`config.mk`:
```
export PLATFORM = sky130hd
export DESIGN_NAME = block_transfer_address_sequencer
export DESIGN_NICKNAME = d
export VERILOG_FILES = /design/src/design/btas_pkg.sv /design/src/design/btas_addr_unit.sv /design/src/design/btas_seq.sv /design/src/design/block_transfer_address_sequencer.sv
export VERILOG_INCLUDE_DIRS = /design/src /design/src/design
export SDC_FILE = /design/constraint.sdc
export NUM_CORES = 1
export LEC_CHECK = 0
export BUFFER_PORTS_ARGS = -buffer_cell sky130_fd_sc_hd__buf_4
export CELL_PAD_IN_SITES_DETAIL_PLACEMENT = 1
export CELL_PAD_IN_SITES_GLOBAL_PLACEMENT = 2
export CORE_AREA = 2 2 176 178
export DETAILED_ROUTE_END_ITERATION = 6
export DIE_AREA = 0 0 178 180
export PLACE_DENSITY_LB_ADDON = 0.1
export SYNTH_ARGS = -nofsm -noshare
export SYNTH_HDL_FRONTEND = slang
export SYNTH_SLANG_ARGS = --single-unit
```
`constraint.sdc`:
```
create_clock -name clk -period 4.97 [get_ports clk]
set_clock_uncertainty 0.1 [all_clocks]
set_input_delay 0.497 -clock clk [delete_from_list [all_inputs] [get_ports clk]]
set_output_delay 0.497 -clock clk [all_outputs]
set_load 0.05 [all_outputs]
```
`src/design/block_transfer_address_sequencer_macros.svh`:
```
// Assertion macros for the block transfer address sequencer.
// Used by files that check the block; needs clk and rst in scope.
`ifndef BLOCK_TRANSFER_ADDRESS_SEQUENCER_MACROS_SVH
`define BLOCK_TRANSFER_ADDRESS_SEQUENCER_MACROS_SVH

// same-cycle implication
`define BTAS_ASSERT_NOW(label, ante, cons) \
  label: assert property (@(posedge clk) disable iff (rst) (ante) |-> (cons)) \
    else $error("btas check failed");

// next-cycle implication
`define BTAS_ASSERT_NEXT(label, ante, cons) \
  label: assert property (@(posedge clk) disable iff (rst) (ante) |=> (cons)) \
    else $error("btas check failed");

`endif

```
`src/design/btas_pkg.sv`:
```
// Shared types, constants and a function for the block transfer address sequencer.
// No dependencies.
`timescale 1ns / 1ps

package btas_pkg;

  localparam int unsigned AddrWidth = 32;
  localparam int unsigned ListWidth = 16;
  localparam int unsigned RegWidth  = 4;
  localparam int unsigned CntWidth  = 5;
  localparam int unsigned SpanWidth = CntWidth + 2;

  localparam logic [AddrWidth-1:0] WORD_STEP  = 32'h0000_0004;
  localparam logic [ListWidth-1:0] EMPTY_LIST = 16'h8000;
  localparam logic [RegWidth-1:0]  PC_REG     = 4'd15;
  localparam logic [CntWidth-1:0]  EMPTY_CNT  = 5'd16;

  typedef enum logic [1:0] {
    S_IDLE,
    S_BASE,
    S_FIRST,
    S_EMIT
  } seq_state_t;

  typedef enum logic [2:0] {
    AOP_HOLD,
    AOP_LOAD,
    AOP_NEWBASE,
    AOP_FIRST,
    AOP_STEP
  } addr_op_t;

  typedef enum logic [1:0] {
    SRC_REG   = 2'd0,
    SRC_PLUS4 = 2'd1,
    SRC_BASE  = 2'd2
  } store_src_t;

  typedef struct packed {
    logic [RegWidth-1:0] reg_number;
    logic                load_transfer;
    logic                use_user_regs;
    store_src_t          store_source;
    logic                base_update;
    logic                flush_fetch;
    logic                last_transfer;
  } emit_t;

  function automatic logic [CntWidth-1:0] popcount16(input logic [ListWidth-1:0] x);
    logic [2:0] nib [4];
    logic [CntWidth-1:0] total;
    for (int i = 0; i < 4; i++) begin
      nib[i] = 3'(x[4*i]) + 3'(x[4*i+1]) + 3'(x[4*i+2]) + 3'(x[4*i+3]);
    end
    total = CntWidth'(nib[0]) + CntWidth'(nib[1]) + CntWidth'(nib[2]) + CntWidth'(nib[3]);
    return total;
  endfunction

endpackage

```
`src/design/btas_addr_unit.sv`:
```
// Address unit: base, updated base and transfer address registers around one adder.
// Depends on btas_pkg.
`timescale 1ns / 1ps

module btas_addr_unit (
  input  logic                               clk,
  input  btas_pkg::addr_op_t                 aop,
  input  logic [btas_pkg::AddrWidth-1:0]     base_value,
  input  logic [btas_pkg::ListWidth-1:0]     register_list,
  input  logic                               pre_index,
  input  logic                               count_up,
  output logic [btas_pkg::AddrWidth-1:0]     newbase,
  output logic [btas_pkg::AddrWidth-1:0]     addr
);

  logic [btas_pkg::AddrWidth-1:0] base;
  logic [btas_pkg::SpanWidth-1:0] span;
  logic                           up;
  logic                           pre;

  logic [btas_pkg::AddrWidth-1:0] opa;
  logic [btas_pkg::AddrWidth-1:0] opb;
  logic                           cin;
  logic [btas_pkg::AddrWidth-1:0] sum;
  logic [btas_pkg::AddrWidth-1:0] span_ext;
  logic [btas_pkg::CntWidth-1:0]  cnt_in;

  assign span_ext = {{(btas_pkg::AddrWidth - btas_pkg::SpanWidth){1'b0}}, span};
  assign cnt_in   = (register_list == '0) ? btas_pkg::EMPTY_CNT
                                          : btas_pkg::popcount16(register_list);

  // operand select for the shared adder
  always_comb begin
    opa = addr;
    opb = btas_pkg::WORD_STEP;
    cin = 1'b0;
    unique case (aop)
      btas_pkg::AOP_NEWBASE: begin
        opa = base;
        opb = up ? span_ext : ~span_ext;
        cin = ~up;
      end
      btas_pkg::AOP_FIRST: begin
        opa = up ? base : newbase;
        opb = pre ? btas_pkg::WORD_STEP : '0;
      end
      default: begin
        opa = addr;
        opb = btas_pkg::WORD_STEP;
      end
    endcase
  end

  assign sum = opa + opb + {{(btas_pkg::AddrWidth-1){1'b0}}, cin};

  always_ff @(posedge clk) begin
    unique case (aop)
      btas_pkg::AOP_LOAD: begin
        base <= base_value;
        span <= {cnt_in, 2'b00};
        up   <= count_up;
        pre  <= count_up ? pre_index : ~pre_index;
      end
      btas_pkg::AOP_NEWBASE: newbase <= sum;
      btas_pkg::AOP_FIRST:   addr    <= sum;
      btas_pkg::AOP_STEP:    addr    <= sum;
      default: ;
    endcase
  end

endmodule

```
`src/design/btas_seq.sv`:
```
// Sequencer: takes an item, walks the register list lowest first, builds each result's flags.
// Depends on btas_pkg.
`timescale 1ns / 1ps

module btas_seq (
  input  logic                           clk,
  input  logic                           rst,
  input  logic                           in_valid,
  output logic                           in_stall,
  input  logic [btas_pkg::RegWidth-1:0]  base_index,
  input  logic [btas_pkg::ListWidth-1:0] register_list,
  input  logic                           user_bank_request,
  input  logic                           write_back,
  input  logic                           is_load_op,
  input  logic                           out_valid,
  input  logic                           out_stall,
  output btas_pkg::addr_op_t             aop,
  output logic                           emit_load,
  output btas_pkg::emit_t                emit
);

  btas_pkg::seq_state_t state, state_next;

  logic [btas_pkg::ListWidth-1:0] rem, rem_next;
  logic [btas_pkg::RegWidth-1:0]  bidx;
  logic                           load_op;
  logic                           usr;
  logic                           upd;
  logic                           first, first_next;

  logic [btas_pkg::RegWidth-1:0]  idx;
  logic [btas_pkg::ListWidth-1:0] rem_clr;
  logic                           is_last;
  logic                           accept;

  assign accept = in_valid && (state == btas_pkg::S_IDLE);

  // lowest set bit
  always_comb begin
    idx = '0;
    for (int i = btas_pkg::ListWidth - 1; i >= 0; i--) begin
      if (rem[i]) idx = btas_pkg::RegWidth'(i);
    end
  end

  assign rem_clr = rem & ~(btas_pkg::ListWidth'(1) << idx);
  assign is_last = (rem_clr == '0);

  always_comb begin
    state_next = state;
    rem_next   = rem;
    first_next = first;
    in_stall   = 1'b1;
    aop        = btas_pkg::AOP_HOLD;
    emit_load  = 1'b0;

    emit.reg_number    = idx;
    emit.load_transfer = load_op;
    emit.use_user_regs = usr;
    emit.store_source  = btas_pkg::SRC_REG;
    if (!load_op) begin
      if (idx == bidx && !first) emit.store_source = btas_pkg::SRC_BASE;
      else if (idx == btas_pkg::PC_REG) emit.store_source = btas_pkg::SRC_PLUS4;
    end
    emit.base_update   = is_last && upd;
    emit.flush_fetch   = load_op && (idx == btas_pkg::PC_REG);
    emit.last_transfer = is_last;

    unique case (state)
      btas_pkg::S_IDLE: begin
        in_stall = 1'b0;
        if (in_valid) begin
          aop        = btas_pkg::AOP_LOAD;
          rem_next   = (register_list == '0) ? btas_pkg::EMPTY_LIST : register_list;
          first_next = 1'b1;
          state_next = btas_pkg::S_BASE;
        end
      end
      btas_pkg::S_BASE: begin
        aop        = btas_pkg::AOP_NEWBASE;
        state_next = btas_pkg::S_FIRST;
      end
      btas_pkg::S_FIRST: begin
        aop        = btas_pkg::AOP_FIRST;
        state_next = btas_pkg::S_EMIT;
      end
      btas_pkg::S_EMIT: begin
        if (!out_valid || !out_stall) begin
          aop        = btas_pkg::AOP_STEP;
          emit_load  = 1'b1;
          rem_next   = rem_clr;
          first_next = 1'b0;
          if (is_last) state_next = btas_pkg::S_IDLE;
        end
      end
      default: state_next = btas_pkg::S_IDLE;
    endcase
  end

  always_ff @(posedge clk) begin
    if (rst) begin
      state <= btas_pkg::S_IDLE;
    end else begin
      state <= state_next;
    end
  end

  always_ff @(posedge clk) begin
    rem   <= rem_next;
    first <= first_next;
    if (accept) begin
      bidx    <= base_index;
      load_op <= is_load_op;
      usr     <= user_bank_request && !register_list[btas_pkg::ListWidth-1];
      upd     <= (register_list == '0) ||
                 (write_back && (!is_load_op || !register_list[base_index]));
    end
  end

endmodule

```
`src/design/block_transfer_address_sequencer.sv`:
```
// Top level of the block transfer address sequencer: sequencer, address unit, output register.
// Depends on btas_pkg, btas_seq, btas_addr_unit and the assertion macro header.
//
//  channel | handshake          | payload
//  --------+--------------------+-------------------------------------------------
//  in      | in_valid/in_stall  | base_value base_index register_list P U S W L
//  out     | out_valid/out_stall| reg_number word_address flags updated_base
//
// An item with n listed registers (n = 1 for an empty list) gives n results: it is accepted,
// the shared 32-bit adder forms the updated base, then the first address, then one result per
// cycle while the output is not stalled, each stepping the address on the same adder. An
// output stall holds the sequencer in place; the next item is taken after the last result.
// Reset is synchronous and clears the sequencer state and the output valid flag.
`timescale 1ns / 1ps

`include "block_transfer_address_sequencer_macros.svh"

module block_transfer_address_sequencer (
  input  logic        clk,
  input  logic        rst,
  input  logic        in_valid,
  output logic        in_stall,
  input  logic [31:0] base_value,
  input  logic [3:0]  base_index,
  input  logic [15:0] register_list,
  input  logic        pre_index,
  input  logic        count_up,
  input  logic        user_bank_request,
  input  logic        write_back,
  input  logic        is_load_op,
  output logic        out_valid,
  input  logic        out_stall,
  output logic [3:0]  reg_number,
  output logic [31:0] word_address,
  output logic        load_transfer,
  output logic        use_user_regs,
  output logic [1:0]  store_source,
  output logic [31:0] updated_base,
  output logic        base_update,
  output logic        flush_fetch,
  output logic        last_transfer
);

  btas_pkg::addr_op_t             aop;
  logic                           emit_load;
  btas_pkg::emit_t                emit;
  logic [btas_pkg::AddrWidth-1:0] newbase;
  logic [btas_pkg::AddrWidth-1:0] addr;

  btas_seq u_seq (
    .clk               (clk),
    .rst               (rst),
    .in_valid          (in_valid),
    .in_stall          (in_stall),
    .base_index        (base_index),
    .register_list     (register_list),
    .user_bank_request (user_bank_request),
    .write_back        (write_back),
    .is_load_op        (is_load_op),
    .out_valid         (out_valid),
    .out_stall         (out_stall),
    .aop               (aop),
    .emit_load         (emit_load),
    .emit              (emit)
  );

  btas_addr_unit u_addr (
    .clk           (clk),
    .aop           (aop),
    .base_value    (base_value),
    .register_list (register_list),
    .pre_index     (pre_index),
    .count_up      (count_up),
    .newbase       (newbase),
    .addr          (addr)
  );

  always_ff @(posedge clk) begin
    if (rst) begin
      out_valid <= 1'b0;
    end else if (emit_load) begin
      out_valid <= 1'b1;
    end else if (!out_stall) begin
      out_valid <= 1'b0;
    end
  end

  always_ff @(posedge clk) begin
    if (emit_load) begin
      reg_number    <= emit.reg_number;
      word_address  <= addr;
      load_transfer <= emit.load_transfer;
      use_user_regs <= emit.use_user_regs;
      store_source  <= emit.store_source;
      updated_base  <= newbase;
      base_update   <= emit.base_update;
      flush_fetch   <= emit.flush_fetch;
      last_transfer <= emit.last_transfer;
    end
  end

  `BTAS_ASSERT_NEXT(a_busy_after_accept, in_valid && !in_stall, in_stall)
  `BTAS_ASSERT_NOW(a_busy_mid_item, out_valid && !last_transfer, in_stall)
  `BTAS_ASSERT_NEXT(a_no_gap_in_item, out_valid && !out_stall && !last_transfer, out_valid)
  `BTAS_ASSERT_NEXT(a_addr_step, out_valid && !out_stall && !last_transfer, word_address == $past(word_address) + 32'd4)

endmodule

```
# Word-level counts from Yosys, hierarchy flattened
# Index checks and enable logic that the tools add are counted.
word_totals:
  word_cells: 130
  output_inout_bits: 77
  register_bits: 205
classes:
  bitwise: 5
  n_shift: 1
  n_reduce_logical: 23
  n_eq_ne: 13
  order_cmp: 1
  mux: 46
  add_sub_neg: 17
op_table:
  columns: ["op", "count"]
  rows:
  - ["one-hot mux 32 bit (2 select lines)", 2]
  - ["two-way mux 32 bit", 2]
  - ["two-way mux 4 bit", 16]
  - ["two-way mux 16 bit", 3]
  - ["adder 32 x 1 -> 32 bit", 1]
  - ["adder 32 bit", 1]
  - ["logical NOT 16 bit", 2]
  - ["NOT 7 -> 32 bit", 1]
  - ["one-hot mux 16 bit (2 select lines)", 1]
  - ["adder 3 x 1 -> 3 bit", 8]
  - ["bitwise AND 16 bit", 1]
  - ["NOT 16 bit", 1]
  - ["<< shifter 1 x 4 -> 16 bit, first input constant", 1]
  - ["two-way mux 1 bit", 12]
  - ["one-hot mux 3 bit (4 select lines)", 1]
  - ["adder 5 x 3 -> 5 bit", 2]
  - ["adder 1 x 1 -> 2 bit", 4]
  - ["two-way mux 2 bit", 4]
  - ["one-hot mux 2 bit (4 select lines)", 1]
  - ["equality test 3 x 2 -> 1 bit, second input constant", 2]
  - ["logical AND 1 bit", 6]
  - ["logical NOT 1 bit", 6]
  - ["two-way mux 3 bit", 2]
  - ["inequality test 2 x 1 -> 1 bit, second input constant", 3]
  - ["17 further kinds", 23]

# Depth between registers and ports, before layout
# Gate-level depths: netlist (run 1).
depth:
  depth_word: 23
  ltp_mapped: 17

# Modules after synthesis
# Synthesis (run 1) repeated with hierarchy kept, for this count alone.
unflattened:
  hier_cells: 809
  area_unflattened_um2: 10226.1
by_module_without_submodules:
  columns: ["mod", "cells_per_inst", "instances", "area_each_um2"]
  rows:
  - ["btas_addr_unit", 530, 1, 6012.0]
  - ["block_transfer_address_sequencer", 78, 1, 2280.9]
  - ["btas_seq", 201, 1, 1933.1]

# Worst setup path after synthesis (run 1)
# No wires, ideal clock.
synth_path:
  kind: "flip-flop to flip-flop"
  from: "reg u_seq.state[1]"
  to: "reg u_addr.addr[25] (netlist name) (data pin)"
  setup_slack_ns: 0.187
  n_path_buf: 2
  path_stages_with_launch: 15
  t_arrival_ns: 4.414
  period_less_slack_ns: 4.783
  cell_sequence: "dfxtp_1 inv_1 ha_1 nor2b_1 clkbuf_1 ha_1 clkbuf_1 and4_1 and3_1 and2_1 a22o_1 nor4b_2 or2_2 o21ai_0 xor2_1"
synth_via:
  elab_chain_cells: 6
  word_cells_on_any_way: 12
  cone_classes: "add/sub: 2; eq/ne: 5; mux: 4; reduce/logical: 1"
synth_lines:
  columns: ["item", "line_no", "text"]
  rows:
  - ["start: declaration", "btas_seq.sv:22", "btas_pkg::seq_state_t state, state_next;"]
  - ["start signal: assignment", "btas_seq.sv:102", "state <= btas_pkg::S_IDLE;"]
  - ["start signal: assignment", "btas_seq.sv:104", "state <= state_next;"]
  - ["equality test 2 bit (tied with other cells)", "btas_seq.sv:69", "unique case (state)"]
  - ["one-hot mux 3 bit (4 select lines) (*)", "btas_seq.sv:69", null]
  - ["equality test 3 x 2 -> 1 bit", "btas_addr_unit.sv:37", "unique case (aop)"]
  - ["one-hot mux 32 bit (2 select lines)", "btas_addr_unit.sv:37", null]
  - ["adder 32 bit", "btas_addr_unit.sv:54", "assign sum = opa + opb + {{(btas_pkg::AddrWidth-1){1'b0}}, cin};"]
  - ["adder 32 x 1 -> 32 bit (*)", "btas_addr_unit.sv:54", null]
  - ["via u_addr.sum, one bit", "btas_addr_unit.sv:24", "logic [btas_pkg::AddrWidth-1:0] sum;"]
  - ["end signal: assignment", "btas_addr_unit.sv:65", "btas_pkg::AOP_FIRST: addr <= sum;"]
  - ["end signal: assignment", "btas_addr_unit.sv:66", "btas_pkg::AOP_STEP: addr <= sum;"]
  - ["end: declaration", "btas_addr_unit.sv:13", "output logic [btas_pkg::AddrWidth-1:0] addr"]
# Mark *: on every way through the listed nets, which the timed path passes. The rest lies on a longest branch.
# A chain may end at the register's enable or synchronous reset.

# Worst setup path in the final report (run 1)
layout_path:
  from: "reg u_seq.state[0]"
  to: "reg u_addr.addr[27] (netlist name) (data pin)"
layout_via:
  elab_chain_cells: 6
  word_cells_on_any_way: 12
  cone_classes: "add/sub: 2; eq/ne: 5; mux: 4; reduce/logical: 1"
layout_lines:
  columns: ["item", "line_no", "text"]
  rows:
  - ["equality test 2 bit (tied with other cells)", "btas_seq.sv:69", null]
  - ["one-hot mux 3 bit (4 select lines) (*)", "btas_seq.sv:69", null]
  - ["via aop[1]", "block_transfer_address_sequencer.sv:44", "btas_pkg::addr_op_t aop;"]
  - ["equality test 3 x 2 -> 1 bit", "btas_addr_unit.sv:37", null]
  - ["one-hot mux 32 bit (2 select lines)", "btas_addr_unit.sv:37", null]
  - ["adder 32 bit", "btas_addr_unit.sv:54", null]
  - ["adder 32 x 1 -> 32 bit (*)", "btas_addr_unit.sv:54", null]
  - ["via u_addr.sum, one bit", "btas_addr_unit.sv:24", null]
# Marked as above.

==> impl_metrics.json, run 1 <==
{
  "cts_buffers": 25,
  "antenna_found_initial": 0,
  "switching_share_pct": 39.8,
  "p_leak_nw": 4.93,
  "grt_use_total_pct": 17.3,
  "synth_cell_types": 71,
  "fill_cells": 3161,
  "yosysTopAreaCellShare_pct": 60.0,
  "critPathMaxFanout": 38,
  "nets": 1060,
  "hold_slack_ns": 0.0470,
  "clkLatencyLatePin_ns": 0.53,
  "whs_path_depth": 1,
  "tns_ns": 0,
  "critPathMaxStageDelay_ns": 0.51,
  "hp-class": "primary input to flop",
  "layout_min_cycle_time_ns": 4.49,
  "peakVddDrop_mv": 0.382,
  "wl_mm": 27.8,
  "vias_per_cell": 5.06,
  "r2r_slack_ns": 0.48,
  "p_sw_mw": 3.71,
  "synth_area_mm2": 0.0101,
  "post-route-util_pct": 41.5,
  "synth_nets": 900,
  "endpoint_kind": "flop",
  "cts_tree": "yes",
  "drtIter0Drc": 236,
  "ant_nets": 0,
  "multi_input_area_mm2": 0.00370,
  "path_depth": 14,
  "power_frac_comb_pct": 44.0,
  "numPortBuffers": 137,
  "drv_cap": 0,
  "drive_gt1_share_pct": 22.7,
  "startpoint_type": "flop",
  "worstPathCellList": "inv_1 -> ha_1 -> buf_4 -> nor2b_1 -> a221o_1 -> ha_1 -> a21o_1 -> or4_1 -> o22ai_1 -> nor3_1 -> nor4b_2 -> o31ai_1 -> a211oi_1 -> nor3_1",
  "timing.fmax_mhz": 223,
  "placementRows": 64,
  "finalMaxSlewViolations": 0,
  "fin_area_mm2": 0.0125,
  "yosysTopAreaCell": "edfxtp_1",
  "clock_tree.root_cell": "clkbuf_16",
  "crit_family": "simple AND/OR/NAND/NOR gates",
  "r2r_start": "u_seq.state[0]$_SDFFE_PP0P_",
  "core_mm2": 0.0302,
  "seq_area_frac_synth_pct": 60.6,
  "dieWidth_um": 178,
  "fin_crit_sh_pct": 90.3,
  "clkPwrFrac_pct": 19.7,
  "grt_overflow_total": 0,
  "wl_per_cell_um": 20.5,
  "routed-via-count": 6841,
  "cp.arrival_ns": 4.64,
  "slew_headroom_pct": 49.9,
  "register_area_mm2": 0.00613,
  "crit_buf_inv": 2,
  "rsz0062_at_grt": "no",
  "crit_path_top_delay_cell": "nor4b_2",
  "syn_area_per_cell_um2": 13.0,
  "drtPass1Iterations": 6,
  "grt_max_degree": 39,
  "final_cell_mix": "edfxtp_1, buf_4, inv_1",
  "start_util_pct": 33.5,
  "dieArea_mm2": 0.0320,
  "place.detailed.hpwl_mm": 20.5,
  "synthTopCellsByArea": "edfxtp_1, ha_1, a221o_1",
  "grt_pass1_wl_mm": 43.2,
  "synth-seq-cells": 205,
  "power_density_mw_per_mm2": 743,
  "p_seq_share_pct": 36.3,
  "worstMarginPinSlew_ns": 0.741,
  "setup_viol": 0,
  "rr_worst_depth": 14,
  "post-cts-setup-buffers": 0,
  "ios": 138,
  "synth-edff-count": 202,
  "worstPathRequired_ns": 5.12,
  "status": "finished clean",
  "mostFrequentLayoutCell": "edfxtp_1",
  "ys.flop_type": "edfxtp_1",
  "critPathCapture": "u_addr.addr[27]$_DFFE_PP_",
  "die_h_um": 180,
  "drcViolationCount": 0,
  "first_global_vias": 7501,
  "n_antenna_cell": 0,
  "htree_levels": 1,
  "critPathKind": "flop to flop",
  "startpoint": "u_seq.state[0]$_SDFFE_PP0P_",
  "clkSlewWorstSetupHoldPaths_ns": 0.06,
  "placed_area_mm2": 0.0117,
  "finalHoldViolations": 0,
  "clock_sinks": 205,
  "synth-async-reset-ratio_pct": 0,
  "regToRegEndpoint": "u_addr.addr[27]$_DFFE_PP_",
  "intPower_mw": 5.61,
  "netlist_instances": 778,
  "clockBufferDepth": 3,
  "syn_to_final_growth_pct": 24.0,
  "yosysWarnings": 0,
  "routabilityCongestion": 0.833,
  "hp-start": "base_value[24]"
}
-- sequential cells by signal, summed over array words and instances (netlist names), 4 cells and up --
| register | cells |
|---|---|
| u_seq.rem | 16 |
| word_address | 32 |
| u_addr.base | 32 |
| u_seq.bidx | 4 |
| u_addr.span | 5 |
| reg_number | 4 |
| u_addr.newbase | 32 |
| updated_base | 32 |
| u_addr.addr | 32 |
-- metal layers --
layer	wire [um]	global-route usage, %
met2	14900	32.3
met3	992	2.47
met4	816	5.18
met5	0	0
met1	11100	20.3
-- metrics by stage --
step                total power [mW]  instances  setup slack [ns]
floorplan                       6.16        778             0.187
global placement                7.44       1307             0.235
detailed placement              7.55       1307            0.0887
CTS                             9.43       1353            0.0580
global route                    9.94       1353             0.157
finish                          9.31       1353             0.482
-- power groups by stage --
| stage | Combinational (mW) | Clock, mW | Sequential (mW) |
|---|---|---|---|
| after floorplan | 2.70 | 0 | 3.47 |
| after global placement | 4.02 | 0 | 3.41 |
| after detailed placement | 4.13 | 0 | 3.42 |
| after CTS | 4.15 | 1.88 | 3.40 |
| after global routing | 4.54 | 1.94 | 3.45 |
| final | 4.10 | 1.84 | 3.38 |
-- cell families after synthesis --
kind of cell / share of synthesized area, %
adder cells (fa/ha/maj): 8.31
XOR/XNOR: 3.03
buffers and inverters: 3.12
AO/OA/AOI/OAI: 11.9
AND/OR/NAND/NOR: 11.6
flip-flops: 60.6
multiplexers: 1.42
-- cell type report --
class	instances	share of cell area, %
clock inverters	15	1.28
well taps	396	3.95
repair buffers	154	9.22
flip-flops and latches	205	48.9
multi-input cells	492	29.5
clock buffers	31	5.41
inverters	60	1.81
-- synthesized netlist by cell type (all sizes together) (4+ instances only) --
library cell,number
edfxtp,202
inv,60
ha,52
nand2,46
nor2,43
nor2b,37
a21oi,32
a221o,31
o21ai,27
xnor2,19
nand3,18
clkbuf,16
xor2,16
a21o,15
nor3,15
nor4,12
and2,11
fa,9
or3,9
o31ai,8
a31oi,7
and3,6
nand2b,6
buf,5
mux4,5
o211ai,5
o21a,5
o311ai,5
or4,5
a211oi,4
-- how the worst min path moves through the flow --
stage,to,slack [ns]
floorplan,use_user_regs$_DFFE_PP_,0.30
global placement,word_address[0]$_DFFE_PP_,0.33
detailed placement,word_address[22]$_DFFE_PP_,0.34
CTS,u_addr.base[24]$_DFFE_PN_,0.02
global route,u_addr.base[29]$_DFFE_PN_,0.03
finish,u_addr.base[24]$_DFFE_PN_,0.05
-- timing repair --
item,CTS,global route
hold endpoints to repair,0,0
hold buffers,0,0
gates resized for setup,0,1
endpoints found under the setup margin,0,16
(Power assumes the default switching activity.)
==> run 2, diff against run 1 <==
PLACE_DENSITY = 0.81   (was default)
PLACE_DENSITY_LB_ADDON = default   (was 0.1)
SLEW_MARGIN = 5   (was default)
==> impl_metrics.json, run 2 (synthesized netlist as in run 1, its figures left out) <==
{
  "cts_buffers": 25,
  "hp-class": "primary input to flop",
  "setup_viol": 0,
  "peakVddDrop_mv": 0.280,
  "drtIter0Drc": 351,
  "grt_overflow_total": 0,
  "final_cell_mix": "edfxtp_1, buf_4, inv_1",
  "routed-via-count": 6900,
  "hp-start": "base_value[20]",
  "layout_min_cycle_time_ns": 4.61,
  "power_density_mw_per_mm2": 746,
  "nets": 1057,
  "cts_tree": "yes",
  "htree_levels": 1,
  "worstMarginPinSlew_ns": 1.02,
  "dieArea_mm2": 0.0320,
  "clkPwrFrac_pct": 20.5,
  "dp_cells": 1304,
  "finalHoldViolations": 0,
  "post-cts-setup-buffers": 0,
  "wl_per_cell_um": 20.0,
  "drcViolationCount": 0,
  "drtPass1Iterations": 4,
  "grt_use_total_pct": 16.8,
  "core_mm2": 0.0302,
  "ios": 138,
  "placementRows": 64,
  "clockBufferDepth": 3,
  "worstPathCellList": "inv_1 -> ha_1 -> nand2_1 -> nor2_2 -> buf_4 -> a221o_1 -> ha_1 -> and4_1 -> and3_1 -> and2_1 -> a22o_1 -> nor4b_2 -> nor3_1 -> or3_1 -> nand3_1",
  "wl_mm": 26.9,
  "first_global_vias": 7378,
  "vias_per_cell": 5.11,
  "hold_slack_ns": 0.0475,
  "syn_to_final_growth_pct": 24.0,
  "endpoint_kind": "flop",
  "critPathMaxStageDelay_ns": 0.50,
  "rsz0062_at_grt": "no",
  "worstPathRequired_ns": 5.26,
  "start_util_pct": 33.5,
  "ant_nets": 0,
  "timing.fmax_mhz": 217,
  "cp.arrival_ns": 4.89,
  "drv_cap": 0,
  "final_cell_count_no_fill": 1349,
  "crit_path_frequent_cell": "ha_1",
  "clock_tree.root_cell": "clkbuf_16",
  "n_antenna_cell": 0,
  "mostFrequentLayoutCell": "edfxtp_1",
  "fin_area_mm2": 0.0125,
  "clkLatencyLatePin_ns": 0.53,
  "status": "finished clean",
  "fill_cells": 3204,
  "routabilityCongestion": 0.823,
  "slew_headroom_pct": 31.9,
  "antenna_found_initial": 0,
  "tns_ns": 0,
  "finalMaxSlewViolations": 0,
  "clock_sinks": 205,
  "fin_crit_sh_pct": 92.7,
  "critPathMaxFanout": 20,
  "grt_max_degree": 49,
  "critPathKind": "flop to flop",
  "clkSlewWorstSetupHoldPaths_ns": 0.06,
  "die_h_um": 180,
  "dieWidth_um": 178,
  "grt_pass1_wl_mm": 42.1,
  "power_frac_comb_pct": 43.2,
  "startpoint_type": "flop",
  "place.detailed.hpwl_mm": 19.8,
  "cts-resized-gates": 0,
  "p_seq_share_pct": 36.3,
  "crit_path_top_delay_cell": "nor2_2",
  "placed_area_mm2": 0.0117,
  "r2r_start": "u_seq.state[0]$_SDFFE_PP0P_",
  "drive_gt1_share_pct": 22.2,
  "holdBufCountCts": 0,
  "p_sw_mw": 3.69,
  "switching_share_pct": 39.5,
  "numPortBuffers": 137,
  "startpoint": "u_seq.state[0]$_SDFFE_PP0P_",
  "p_leak_nw": 4.92,
  "intPower_mw": 5.66
}
run 2: power by group through the flow:
stage / Sequential [mW] / Combinational, mW / Clock [mW]
final: 3.40 / 4.04 / 1.92
after global routing: 3.46 / 4.50 / 2.02
after CTS: 3.41 / 4.08 / 1.96
after detailed placement: 3.43 / 4.05 / 0
after global placement: 3.42 / 3.91 / 0
after floorplan: 3.47 / 2.70 / 0
run 2: area by class of cell:
| class | count | area [um2] | area share (%) |
|---|---|---|---|
| timing repair buffer | 151 | 1130 | 9.04 |
| clock inverter | 16 | 225 | 1.80 |
| multi-input combinational | 492 | 3700 | 29.5 |
| inverter | 60 | 226 | 1.81 |
| tap | 396 | 495 | 3.95 |
| clock buffer | 29 | 641 | 5.11 |
| sequential | 205 | 6130 | 48.8 |
run 2: metal layers:
| layer | track usage (%) | wire length (um) |
|---|---|---|
| met1 | 21.8 | 11700 |
| met2 | 29.9 | 13400 |
| met3 | 2.22 | 1340 |
| met4 | 3.54 | 456 |
| met5 | 0 | 0 |
run 2: critical path: cells and delay by family (launching register included):
family	cells	cell delay (ns)
and+or+nand+nor	9	2.40
adders and majority gates	2	0.65
AOI/OAI and AO/OA	2	0.44
DFF	1	0.39
buffers and inverters	2	0.46
run 2: final timing paths:
path                                                  end  cells after the start  slack [ns]
worst max-delay path            u_addr.addr[29]$_DFFE_PP_                     15        0.36
worst min-delay path            u_addr.base[20]$_DFFE_PN_                      1        0.05
worst max register to register  u_addr.addr[29]$_DFFE_PP_                     15        0.36
worst min register to register    use_user_regs$_DFFE_PP_                      0        0.32
run 2: through the flow:
stage / util [%] / setup slack [ns] / power (mW)
after global routing: 41.6 / 0.00993 / 9.98
final: 41.6 / 0.364 / 9.36
after floorplan: - / 0.187 / 6.16
after detailed placement: 38.7 / 0.259 / 7.48
after global placement: 38.7 / 0.528 / 7.33
after CTS: 41.5 / 0.245 / 9.44
==> run 3, diff against run 2 <==
ABC_AREA = 1   (was default)
CORE_AREA = 2 2 178 180   (was 2 2 176 178)
DIE_AREA = 0 0 180 182   (was 0 0 178 180)
PLACE_DENSITY = 0.83   (was 0.81)
==> impl_metrics.json, run 3 <==
{
  "worst_slack_ns": 0.945,
  "intPower_mw": 5.32,
  "fin_area_mm2": 0.0127,
  "tns_ns": 0,
  "start_util_pct": 33.4,
  "wl_per_cell_um": 18.3,
  "critPathKind": "flop to flop",
  "final_cell_count_no_fill": 1491,
  "power_frac_comb_pct": 44.6,
  "synth_common_cells": "edfxtp_1, inv_1, nand2_1, a21oi_1, o21ai_0",
  "hp-start": "base_value[17]",
  "nets": 1194,
  "yosysTopAreaCell": "edfxtp_1",
  "grt_max_degree": 45,
  "r2r_slack_ns": 0.94,
  "drtPass1Iterations": 5,
  "yosysWarnings": 0,
  "clock_tree.root_cell": "clkbuf_16",
  "antenna_found_initial": 0,
  "pre_cts_slack_ns": 0.963,
  "status": "finished clean",
  "setup_viol": 0,
  "placementRows": 65,
  "routabilityCongestion": 0.848,
  "placed_area_mm2": 0.0119,
  "switching_share_pct": 42.2,
  "worstMarginPinSlew_ns": 1.08,
  "synthTopCellsByArea": "edfxtp_1, ha_1, inv_1",
  "clkLatencyLatePin_ns": 0.52,
  "layout_min_cycle_time_ns": 4.03,
  "ys.flop_type": "edfxtp_1",
  "power_density_mw_per_mm2": 728,
  "startpoint_type": "flop",
  "die_h_um": 182,
  "whs_endpoint": "u_addr.base[17]$_DFFE_PN_",
  "dieWidth_um": 180,
  "drcViolationCount": 0,
  "finalMaxSlewViolations": 0,
  "rsz0062_at_grt": "no",
  "wl_mm": 27.3,
  "p_sw_mw": 3.89,
  "seq_area_frac_synth_pct": 59.2,
  "netlist_instances": 916,
  "cts_tree": "yes",
  "synthMostInstantiatedCell": "edfxtp_1",
  "drv_cap": 0,
  "synth_mux_area_share_pct": 0,
  "synthAdderAreaFrac_pct": 8.03,
  "synth_cell_types": 49,
  "holdBufCountCts": 0,
  "clkSlewWorstSetupHoldPaths_ns": 0.06,
  "syn_to_final_growth_pct": 22.3,
  "dieArea_mm2": 0.0328,
  "timing.fmax_mhz": 248,
  "drive_gt1_share_pct": 21.1,
  "synth_nets": 1038,
  "grt_use_total_pct": 16.6,
  "post-cts-setup-buffers": 0,
  "hp-class": "primary input to flop",
  "ios": 138,
  "whs_path_depth": 1,
  "dp_cells": 1448,
  "yosys.area_share.simple_pct": 9.78,
  "post-route-util_pct": 40.8,
  "p_seq_share_pct": 38.0,
  "grt_pass1_wl_mm": 43.4,
  "drtIter0Drc": 414,
  "peakVddDrop_mv": 0.277,
  "clockBufferDepth": 3,
  "yosysTopAreaCellShare_pct": 58.6,
  "place.detailed.hpwl_mm": 20.6,
  "synth-edff-count": 202,
  "ant_nets": 0,
  "grt_overflow_total": 0,
  "htree_levels": 1,
  "rr_worst_depth": 20,
  "syn_area_per_cell_um2": 11.3,
  "synth_area_mm2": 0.0103,
  "synth_compound_area_share_pct": 14.2,
  "p_leak_nw": 5.30,
  "worstPathRequired_ns": 5.13,
  "slew_headroom_pct": 27.8,
  "synth-seq-cells": 205,
  "regToRegEndpoint": "u_addr.addr[28]$_DFFE_PP_",
  "synth_top_family_by_area": "compound AO/OA/AOI/OAI gates",
  "hold_slack_ns": 0.0518,
  "vias_per_cell": 4.88,
  "numPortBuffers": 137,
  "clkPwrFrac_pct": 17.5,
  "critPathMaxFanout": 20,
  "first_global_vias": 7714,
  "core_mm2": 0.0310,
  "final_cell_mix": "edfxtp_1, buf_4, inv_1",
  "p_total_mw": 9.21,
  "routed-via-count": 7275,
  "mostFrequentLayoutCell": "edfxtp_1",
  "cts_buffers": 24,
  "synth-async-reset-ratio_pct": 0,
  "clock_sinks": 205,
  "fin_crit_sh_pct": 81.0,
  "cp.arrival_ns": 4.18,
  "finalHoldViolations": 0,
  "cts-resized-gates": 0,
  "n_antenna_cell": 0,
  "endpoint_kind": "flop",
  "synth-xor-area-share_pct": 3.05,
  "r2r_start": "u_seq.state[0]$_SDFFE_PP0P_"
}
==> run 3: cell types whose count changed after synthesis, moves of 10 or more <==
cell,before,now
nand2_1,45,123
nand4_1,1,12
o21ai_2,0,10
a21o_1,15,3
o21ai_0,26,63
nand3_1,18,28
nor2b_1,37,0
and2_1,11,0
a21oi_1,32,76
a221o_1,31,2
o211ai_1,5,32
inv_1,58,130
==> run 3: cells by family after synthesis <==
kind of cell | after synthesis
buffers and inverters | 156
AOI/OAI and AO/OA | 229
and+or+nand+nor | 229
DFF | 205
xor gates and xnor gates | 36
adders and majority gates | 61
==> run 3: worst max path at each step <==
stage	slack, ns	cells past startpoint	endpoint	start
6_report	0.94	20	u_addr.addr[28]$_DFFE_PP_	u_seq.state[0]$_SDFFE_PP0P_
5_1_grt	0.68	17	u_addr.newbase[25]$_DFFE_PN_	u_seq.state[1]$_SDFFE_PP0P_
4_1_cts	0.95	20	u_addr.addr[30]$_DFFE_PP_	u_seq.state[0]$_SDFFE_PP0P_
3_5_place_dp	0.96	20	u_addr.addr[28]$_DFFE_PP_	u_seq.state[0]$_SDFFE_PP0P_
3_3_place_gp	1.08	16	u_addr.span[5]$_SDFFCE_PP0N_	register_list[4]
2_1_floorplan	0.27	4	base_update$_DFFE_PP_	u_seq.state[0]$_SDFFE_PP0P_
==> run 3: final cells by class <==
type | count | area [um2]
clock buffer | 35 | 662
timing repair buffer | 152 | 1150
fill | 3356 | 18300
inverter | 134 | 505
tap | 402 | 503
multi-input combinational | 555 | 3650
sequential | 205 | 6130
clock inverter | 8 | 56.3
==> run 3: routing by layer <==
metal	track usage [%]	vias to the layer above	part of all wire, %
met5	0	-	0
met4	3.97	0	1.6
met3	2.43	29	4.0
met2	27.5	134	47
met1	22.9	3569	47
li1	-	3543	-
==> run 3: power by group through the flow <==
stage,clock network [mW],registers (mW),logic [mW]
floorplan,0,3.71,2.58
global placement,0,3.50,3.99
detailed placement,0,3.53,4.12
CTS,1.65,3.51,4.13
global route,1.71,3.57,4.54
finish,1.61,3.50,4.11
==> run 3: worst max-delay path, stage by stage (launching register included) <==
cell      delay [ns]
dfxtp_1         0.39
inv_1           0.08
ha_1            0.38
nand2_1         0.19
buf_4           0.29
a21oi_1         0.07
o21a_1          0.11
ha_1            0.36
a21oi_1         0.20
o21ai_2         0.10
a21boi_2        0.22
o21ai_4         0.09
a21boi_4        0.19
o21ai_4         0.09
a21boi_2        0.19
nor3_2          0.06
nand2_1         0.07
nand2_2         0.09
a21boi_2        0.26
o21ai_2         0.09
xor2_1          0.16
